**config.mk**
```make
export PLATFORM = sky130hd
export DESIGN_NAME = min_tracking_stack
export DESIGN_NICKNAME = d
export VERILOG_FILES = /design/src/rtl/core/mts_pkg.sv /design/src/rtl/core/mts_ctrl.sv /design/src/rtl/core/mts_datapath.sv /design/src/rtl/core/min_tracking_stack.sv
export VERILOG_INCLUDE_DIRS = /design/src /design/src/rtl/core
export SDC_FILE = /design/constraint.sdc
export NUM_CORES = 2
export LEC_CHECK = 0
export CORE_ASPECT_RATIO = 0.6
export CORE_MARGIN = 4
export CORE_UTILIZATION = 45
export DETAILED_ROUTE_END_ITERATION = 10
export DONT_BUFFER_PORTS = 1
export PLACE_DENSITY_LB_ADDON = 0.08
export SLEW_MARGIN = 15
export SYNTH_ARGS = -nofsm -noshare
export SYNTH_HDL_FRONTEND = slang
export SYNTH_SLANG_ARGS = --single-unit
```
**constraint.sdc**
```tcl
create_clock -name clk -period 8.3 [get_ports clk]
set_input_delay 1.66 -clock clk [delete_from_list [all_inputs] [get_ports clk]]
set_output_delay 1.66 -clock clk [all_outputs]
set_load 0.005 [all_outputs]
```
**src/rtl/core/min_tracking_stack_assert.svh**
```systemverilog
// Assertion macros for the min tracking stack.
// Each macro takes a label, an antecedent and a consequent; clk and rst_n come
// from the module that uses it.
`ifndef MIN_TRACKING_STACK_ASSERT_SVH
`define MIN_TRACKING_STACK_ASSERT_SVH

// Consequent holds in the same cycle.
`define MTS_ASSERT_SAME(label, ante, cons) \
    label: assert property (@(posedge clk) disable iff (!rst_n) (ante) |-> (cons)) \
        else $error("min_tracking_stack: same-cycle check failed");

// Consequent holds in the following cycle.
`define MTS_ASSERT_NEXT(label, ante, cons) \
    label: assert property (@(posedge clk) disable iff (!rst_n) (ante) |=> (cons)) \
        else $error("min_tracking_stack: next-cycle check failed");

`endif

```
**src/rtl/core/mts_pkg.sv**
```systemverilog
`timescale 1ns / 1ps
package mts_pkg;

    localparam int DEF_MAX_DEPTH   = 64;
    localparam int DEF_VALUE_WIDTH = 32;

    localparam int OPC_W      = 2;
    localparam int FIELD_W    = 32;
    localparam int CNT_PORT_W = 7;
    localparam int CFG_W      = 7;
    localparam int ERR_W      = 2;

    typedef enum logic [OPC_W-1:0] {
        OP_PUSH  = 2'd0,
        OP_POP   = 2'd1,
        OP_QUERY = 2'd2
    } opcode_t;

    typedef enum logic [ERR_W-1:0] {
        ERR_OK        = 2'd0,
        ERR_OVERFLOW  = 2'd1,
        ERR_UNDERFLOW = 2'd2,
        ERR_EMPTY     = 2'd3
    } err_t;

    // Controller to datapath
    typedef struct packed {
        logic push_en;
        logic pop_en;
        logic pop_load;
        logic result_en;
        err_t err;
    } cmd_t;

    // Datapath to controller
    typedef struct packed {
        logic empty;
        logic full;
    } status_t;

endpackage

```
**src/rtl/core/mts_ctrl.sv**
```systemverilog
`timescale 1ns / 1ps
module mts_ctrl (
    input  logic                    clk,
    input  logic                    rst_n,
    input  logic                    start,
    input  logic [mts_pkg::OPC_W-1:0] opcode,
    input  mts_pkg::status_t        status,
    output mts_pkg::cmd_t           cmd,
    output logic                    busy
);
    import mts_pkg::*;

    typedef enum logic [1:0] {
        S_IDLE = 2'b01,
        S_POP  = 2'b10
    } state_t;

    state_t state_reg;
    state_t state_next;

    always_ff @(posedge clk or negedge rst_n)
    begin
        if (!rst_n)
        begin
            state_reg <= S_IDLE;
        end
        else
        begin
            state_reg <= state_next;
        end
    end

    always_comb
    begin
        state_next    = state_reg;
        cmd.push_en   = 1'b0;
        cmd.pop_en    = 1'b0;
        cmd.pop_load  = 1'b0;
        cmd.result_en = 1'b0;
        cmd.err       = ERR_OK;
        unique case (state_reg)
            S_IDLE:
            begin
                if (start)
                begin
                    unique case (opcode_t'(opcode))
                        OP_PUSH:
                        begin
                            cmd.result_en = 1'b1;
                            if (status.full)
                            begin
                                cmd.err = ERR_OVERFLOW;
                            end
                            else
                            begin
                                cmd.push_en = 1'b1;
                            end
                        end
                        OP_POP:
                        begin
                            if (status.empty)
                            begin
                                cmd.result_en = 1'b1;
                                cmd.err       = ERR_UNDERFLOW;
                            end
                            else
                            begin
                                // read the entry below the top, report next cycle
                                cmd.pop_en = 1'b1;
                                state_next = S_POP;
                            end
                        end
                        default:
                        begin
                            // query, and the unused code acting as one
                            cmd.result_en = 1'b1;
                            if (status.empty)
                            begin
                                cmd.err = ERR_EMPTY;
                            end
                        end
                    endcase
                end
            end
            S_POP:
            begin
                cmd.pop_load  = 1'b1;
                cmd.result_en = 1'b1;
                state_next    = S_IDLE;
            end
            default:
            begin
                state_next = S_IDLE;
            end
        endcase
    end

    assign busy = (state_reg == S_POP);

endmodule

```
**src/rtl/core/mts_datapath.sv**
```systemverilog
`timescale 1ns / 1ps
module mts_datapath #(
    parameter int MAX_DEPTH   = mts_pkg::DEF_MAX_DEPTH,
    parameter int VALUE_WIDTH = mts_pkg::DEF_VALUE_WIDTH
) (
    input  logic                          clk,
    input  logic                          rst_n,
    input  mts_pkg::cmd_t                 cmd,
    output mts_pkg::status_t              status,
    input  logic signed [mts_pkg::FIELD_W-1:0] push_value,
    input  logic                          cfg_wr,
    input  logic [mts_pkg::CFG_W-1:0]     cfg_data,
    output logic                          done,
    output logic signed [mts_pkg::FIELD_W-1:0] top_value,
    output logic signed [mts_pkg::FIELD_W-1:0] min_value,
    output logic [mts_pkg::CNT_PORT_W-1:0] entry_count,
    output logic                          is_full,
    output logic                          is_empty,
    output logic [mts_pkg::ERR_W-1:0]     error_code
);
    import mts_pkg::*;

    localparam int CNT_W = $clog2(MAX_DEPTH + 1);
    localparam int AW    = (MAX_DEPTH > 1) ? $clog2(MAX_DEPTH) : 1;

    logic [CFG_W-1:0]       depth_reg;
    logic [CNT_W-1:0]       eff_depth;
    logic [CNT_W-1:0]       count_reg;
    logic [CNT_W-1:0]       count_next;
    logic [VALUE_WIDTH-1:0] top_val_reg;
    logic [VALUE_WIDTH-1:0] top_val_next;
    logic [VALUE_WIDTH-1:0] top_min_reg;
    logic [VALUE_WIDTH-1:0] top_min_next;
    logic [VALUE_WIDTH-1:0] push_ext;
    logic [VALUE_WIDTH-1:0] rd_val_reg;
    logic [VALUE_WIDTH-1:0] rd_min_reg;
    logic [CNT_W-1:0]       rd_cnt;
    logic [AW-1:0]          wr_addr;
    logic [AW-1:0]          rd_addr;
    logic signed [63:0]     push_wide;
    logic [63:0]            top_wide;
    logic [63:0]            min_wide;
    logic [31:0]            cnt_wide;
    logic                   done_reg;

    logic [VALUE_WIDTH-1:0] val_mem [MAX_DEPTH];
    logic [VALUE_WIDTH-1:0] min_mem [MAX_DEPTH];

    logic signed [FIELD_W-1:0] top_value_reg;
    logic signed [FIELD_W-1:0] min_value_reg;
    logic [CNT_PORT_W-1:0]     entry_count_reg;
    logic                      is_full_reg;
    logic                      is_empty_reg;
    logic [ERR_W-1:0]          error_code_reg;

    // clamp the configured depth into 1..MAX_DEPTH
    always_comb
    begin
        if (depth_reg == '0)
        begin
            eff_depth = CNT_W'(1);
        end
        else if (32'(depth_reg) > 32'(MAX_DEPTH))
        begin
            eff_depth = CNT_W'(MAX_DEPTH);
        end
        else
        begin
            eff_depth = CNT_W'(depth_reg);
        end
    end

    assign status.empty = (count_reg == '0);
    assign status.full  = (count_reg >= eff_depth);

    assign push_wide = 64'(push_value);
    assign push_ext  = push_wide[VALUE_WIDTH-1:0];
    assign wr_addr   = count_reg[AW-1:0];
    assign rd_cnt    = count_reg - CNT_W'(2);
    assign rd_addr   = rd_cnt[AW-1:0];

    always_comb
    begin
        count_next   = count_reg;
        top_val_next = top_val_reg;
        top_min_next = top_min_reg;
        if (cmd.push_en)
        begin
            count_next   = count_reg + CNT_W'(1);
            top_val_next = push_ext;
            if (status.empty || ($signed(push_ext) < $signed(top_min_reg)))
            begin
                top_min_next = push_ext;
            end
        end
        if (cmd.pop_en)
        begin
            count_next = count_reg - CNT_W'(1);
        end
        if (cmd.pop_load)
        begin
            top_val_next = rd_val_reg;
            top_min_next = rd_min_reg;
        end
    end

    always_ff @(posedge clk or negedge rst_n)
    begin
        if (!rst_n)
        begin
            depth_reg <= CFG_W'(64);
            count_reg <= '0;
            done_reg  <= 1'b0;
        end
        else
        begin
            if (cfg_wr)
            begin
                depth_reg <= cfg_data;
            end
            count_reg <= count_next;
            done_reg  <= cmd.result_en;
        end
    end

    always_ff @(posedge clk)
    begin
        top_val_reg <= top_val_next;
        top_min_reg <= top_min_next;
    end

    always_ff @(posedge clk)
    begin
        if (cmd.push_en)
        begin
            val_mem[wr_addr] <= push_ext;
            min_mem[wr_addr] <= top_min_next;
        end
        if (cmd.pop_en)
        begin
            rd_val_reg <= val_mem[rd_addr];
            rd_min_reg <= min_mem[rd_addr];
        end
    end

    assign top_wide = 64'(top_val_next);
    assign min_wide = 64'(top_min_next);
    assign cnt_wide = 32'(count_next);

    // result reflects the state as it stands after the request
    always_ff @(posedge clk)
    begin
        if (cmd.result_en)
        begin
            if (count_next == '0)
            begin
                top_value_reg <= '0;
                min_value_reg <= '0;
            end
            else
            begin
                top_value_reg <= top_wide[FIELD_W-1:0];
                min_value_reg <= min_wide[FIELD_W-1:0];
            end
            entry_count_reg <= cnt_wide[CNT_PORT_W-1:0];
            is_full_reg     <= (count_next >= eff_depth);
            is_empty_reg    <= (count_next == '0);
            error_code_reg  <= cmd.err;
        end
    end

    assign done        = done_reg;
    assign top_value   = top_value_reg;
    assign min_value   = min_value_reg;
    assign entry_count = entry_count_reg;
    assign is_full     = is_full_reg;
    assign is_empty    = is_empty_reg;
    assign error_code  = error_code_reg;

endmodule

```
**src/rtl/core/min_tracking_stack.sv**
```systemverilog
`timescale 1ns / 1ps
// Push, query and refused requests: result strobed the cycle after acceptance,
// next request accepted in that same cycle, so one request per cycle.
// Pop: the entry below the top is read into a register and loaded in S_POP;
// busy is high while in S_POP. The receiver cannot stall results.
// Reset: stack empty, depth register 64; the stores are not cleared.
module min_tracking_stack #(
    parameter int MAX_DEPTH   = mts_pkg::DEF_MAX_DEPTH,
    parameter int VALUE_WIDTH = mts_pkg::DEF_VALUE_WIDTH
) (
    input  logic                               clk,
    input  logic                               rst_n,
    input  logic                               start,
    output logic                               busy,
    input  logic [mts_pkg::OPC_W-1:0]          opcode,
    input  logic signed [mts_pkg::FIELD_W-1:0] push_value,
    output logic                               done,
    output logic signed [mts_pkg::FIELD_W-1:0] top_value,
    output logic signed [mts_pkg::FIELD_W-1:0] min_value,
    output logic [mts_pkg::CNT_PORT_W-1:0]     entry_count,
    output logic                               is_full,
    output logic                               is_empty,
    output logic [mts_pkg::ERR_W-1:0]          error_code,
    input  logic                               cfg_valid,
    output logic                               cfg_ready,
    input  logic [mts_pkg::CFG_W-1:0]          cfg_data
);
    import mts_pkg::*;

`include "min_tracking_stack_assert.svh"

    cmd_t    cmd;
    status_t status;
    logic    req_go;

    assign cfg_ready = 1'b1;
    assign req_go    = start && !busy;

    mts_ctrl u_ctrl (
        .clk    (clk),
        .rst_n  (rst_n),
        .start  (req_go),
        .opcode (opcode),
        .status (status),
        .cmd    (cmd),
        .busy   (busy)
    );

    mts_datapath #(
        .MAX_DEPTH   (MAX_DEPTH),
        .VALUE_WIDTH (VALUE_WIDTH)
    ) u_datapath (
        .clk         (clk),
        .rst_n       (rst_n),
        .cmd         (cmd),
        .status      (status),
        .push_value  (push_value),
        .cfg_wr      (cfg_valid && cfg_ready),
        .cfg_data    (cfg_data),
        .done        (done),
        .top_value   (top_value),
        .min_value   (min_value),
        .entry_count (entry_count),
        .is_full     (is_full),
        .is_empty    (is_empty),
        .error_code  (error_code)
    );

    `MTS_ASSERT_NEXT(a_pop_waits, req_go && (opcode == OP_POP) && !status.empty, busy && !done)
    `MTS_ASSERT_NEXT(a_busy_one_cycle, busy, !busy && done)
    `MTS_ASSERT_SAME(a_empty_zero, done && is_empty, (top_value == '0) && (min_value == '0))
    `MTS_ASSERT_SAME(a_overflow_full, done && (error_code == ERR_OVERFLOW), is_full)

endmodule

```
==> flow_summary.json <==
{
  "totalWireLength_mm": 494,
  "num_vias": 78200,
  "grt.met1_usage": 0.419,
  "hold_viol_final": 0,
  "hp-class": "input port to asynchronous set/reset pin",
  "post_synth.cell_area_avg_sq_um": 24.9,
  "cts_tree": "built",
  "portBuffers": 0,
  "drt-wirelength-per-cell_microns": 40.9,
  "setup_repair_after_global_routing_missed_its_margin": "false",
  "setup_viol": 0,
  "track_usage": 0.261,
  "gr-max-usage-layer": "met1",
  "timing_worst_setup_path_type": "register to register",
  "antenna_found_initial": 27,
  "netlist.top_cell.by_area": "sky130_fd_sc_hd__edfxtp_1",
  "start_util": 0.453,
  "post-cts-setup-buffers": 0,
  "cts_max_path_buffers": 4,
  "areaGrowthSynthToFinish_pct": 12.8,
  "timing.critical_path.fanout_max": 46,
  "cts_resized": 0,
  "synth_flop_cell": "sky130_fd_sc_hd__edfxtp_1",
  "die_w_microns": 788,
  "number_of_standard_cells_after_synthesis": 6615,
  "pin_count": 123,
  "maxClockFrequency_mhz": 161,
  "gpl.final_weighted_congestion": 0.791,
  "pin_count_of_the_biggest_net_entering_global_routing": 135,
  "arrival_time_of_the_worst_setup_path_ns": 6.87,
  "power-per-cell-area_nw_per_um2": 365,
  "postSynth.asyncResetShare": 0.00394,
  "worst_pin_slew_ns": 1.22,
  "clock_skew_ns": 0.0641,
  "drc": 0,
  "gr-total-overflow": 0,
  "root_buffer": "sky130_fd_sc_hd__clkbuf_16",
  "wire_length_of_the_first_global_routing_pass_mm": 672,
  "die-area_sq_um": 375000,
  "global_route.usage.met3": 0.0481,
  "layout_min_cycle_time_ns": 6.20,
  "peak_supply_drop_mv": 0.794,
  "timing.final.crit_share": 0.747,
  "final_layout_size_suffix_gt1_frac": 0.317,
  "synth-warning-count": 0,
  "syn-cell-area_sq_um": 164000,
  "synth_sequential_area_ratio": 0.784,
  "cts_bufs_inserted": 399,
  "drtAntennaViolNets": 0,
  "postSynthNetCount": 6715,
  "dr.first_iter.drc_count": 11900,
  "post_cts_clock_slew_at_the_launch_and_capture_registers_of_the_worst_setup_and_hold_paths_ns": 0.06,
  "top_regs": "u_datapath.min_mem (2048), u_datapath.val_mem (2048)",
  "fin_setup_tns_ns": 0,
  "worst_setup_path_end_kind": "register",
  "timing.critical_path.from_type": "register",
  "report.power.total_mw": 67.6,
  "detailed_place_hpwl_mm": 265,
  "cp_data_required_time_ns": 8.97,
  "max-cap-violations": 0,
  "grt.met2_usage": 0.373,
  "die_height_microns": 476,
  "synth.ff_latch_count": 4316,
  "per_cell_via_count_in_the_routed_design": 6.46,
  "num_rows": 171,
  "drt_first_pass_iters": 5,
  "worst_skew_pair.late_latency_ns": 0.95,
  "clock_tree.htree_level_count": 5,
  "timing.hold.ws_ns": 0.427,
  "p_leak_nw": 56.8,
  "synth.top_cells.by_area": "sky130_fd_sc_hd__edfxtp_1, sky130_fd_sc_hd__mux4_2, sky130_fd_sc_hd__dfxtp_1",
  "ctsHoldBuffers": 0,
  "number_of_global_route_vias_before_repair": 76000,
  "nNetsFinal": 7024,
  "layout.filler_cells": 28200,
  "placeableCoreArea_sq_um": 363000,
  "synth_enable_flop_cells": 4235,
  "slew_headroom": 0.185,
  "cts.sinks": 4316,
  "outcome": "complete, no violations",
  "post_synth_num_cell_types": 59,
  "drv_slew": 0,
  "synth_top_area_share": 0.773
}
==> where the power goes <==
part	switching [mW]	leakage [nW]	internal (mW)
Clock	8.08	6.28	10.4
Combinational	12.5	11.8	9.19
Sequential	0.564	38.8	26.9
==> routing by layer <==
metal / part of all wire / up-vias
met5: 0.000095 / -
met4: 0.026 / 6
met3: 0.090 / 596
met2: 0.44 / 4160
met1: 0.45 / 44100
li1: - / 29300
==> area by class of cell <==
cell class / count / area, sq um / share of cell area
flip-flops and latches: 4316 / 129000 / 0.695
multi-input cells: 1915 / 34900 / 0.188
clock buffers: 506 / 10700 / 0.0577
well taps: 4844 / 6060 / 0.0327
repair buffers: 248 / 2640 / 0.0142
clock inverters: 220 / 2170 / 0.0117
inverters: 44 / 165 / 0.000890
diodes: 8 / 20.0 / 0.000108
==> path summary, 6_finish.rpt <==
kind | from | endpoint | slack (ns) | cells after the start
hold reg to reg | u_datapath.rd_val_reg[9] | u_datapath.top_val_reg[9] | 0.48 | 2
max in group asynchronous | rst_n | u_datapath.depth_reg[6] | 7.70 | 0
setup / recovery | u_datapath.count_reg[0] | u_datapath.min_mem[25][20] | 2.10 | 10
hold / removal | rst_n | u_datapath.depth_reg[0] | 0.43 | 0
setup reg to reg | u_datapath.count_reg[0] | u_datapath.min_mem[25][20] | 2.10 | 10
min in group clk | u_datapath.rd_val_reg[9] | u_datapath.top_val_reg[9] | 0.48 | 2
==> synthesized netlist by cell type, drive strengths merged, types with 44 or more instances <==
cell type  instances
nor3              54
o21ai             58
nor2              86
nor2b             83
dfxtp             64
buf               98
mux4            1344
nand2             61
edfxtp          4235
ha                55
clkbuf           242
inv               44
==> critical path: stages, from the launching register on <==
cell	delay, ns
sky130_fd_sc_hd__dfrtp_4	0.82
sky130_fd_sc_hd__inv_1	0.24
sky130_fd_sc_hd__ha_1	0.35
sky130_fd_sc_hd__nand2b_1	0.15
sky130_fd_sc_hd__a211o_1	0.32
sky130_fd_sc_hd__a211oi_4	0.54
sky130_fd_sc_hd__nand2_4	0.68
sky130_fd_sc_hd__a31oi_2	1.16
sky130_fd_sc_hd__a31oi_1	0.28
sky130_fd_sc_hd__a21oi_4	0.79
sky130_fd_sc_hd__buf_4	0.52
==> cell usage in the layout, fill, tap and decap left out, drive strengths merged, types with 2 or more instances in the layout <==
master / n
edfxtp: 4235
mux4: 1344
clkbuf: 506
buf: 248
clkinv: 151
nor2: 86
nor2b: 83
dfxtp: 64
nand2: 61
o21ai: 58
ha: 55
nor3: 54
inv: 53
bufinv: 41
a21oi: 34
mux2i: 32
clkinvlp: 19
a31oi: 19
nor4: 16
dfrtp: 15
diode: 8
nand3: 8
nand4: 7
mux2: 6
xnor2: 6
nand2b: 5
a21o: 5
a211oi: 5
nand3b: 3
and2: 2
and3: 2
or3: 2
xor2: 2
dfstp: 2
o31ai: 2
and4: 2
==> metrics by stage <==
stage	setup slack [ns]	area, sq um	utilization	instances
after global placement	1.97	173000	0.475	11400
final	2.10	186000	0.511	12100
after CTS	2.15	185000	0.511	12100
after floorplan	1.46	164000	-	6615
after global routing	1.87	185000	0.511	12100
after detailed placement	2.15	173000	0.476	11400
==> cell families after synthesis <==
family,after synthesis,share of synthesized area
adder cells (fa/ha/maj),55,0.00419
AO/OA/AOI/OAI,135,0.00486
AND/OR/NAND/NOR,334,0.0108
other,1,0.0000228
flip-flops,4316,0.784
XOR/XNOR,8,0.000426
multiplexers,1382,0.186
buffers and inverters,384,0.00934
Power figures use the tool's default switching activity.
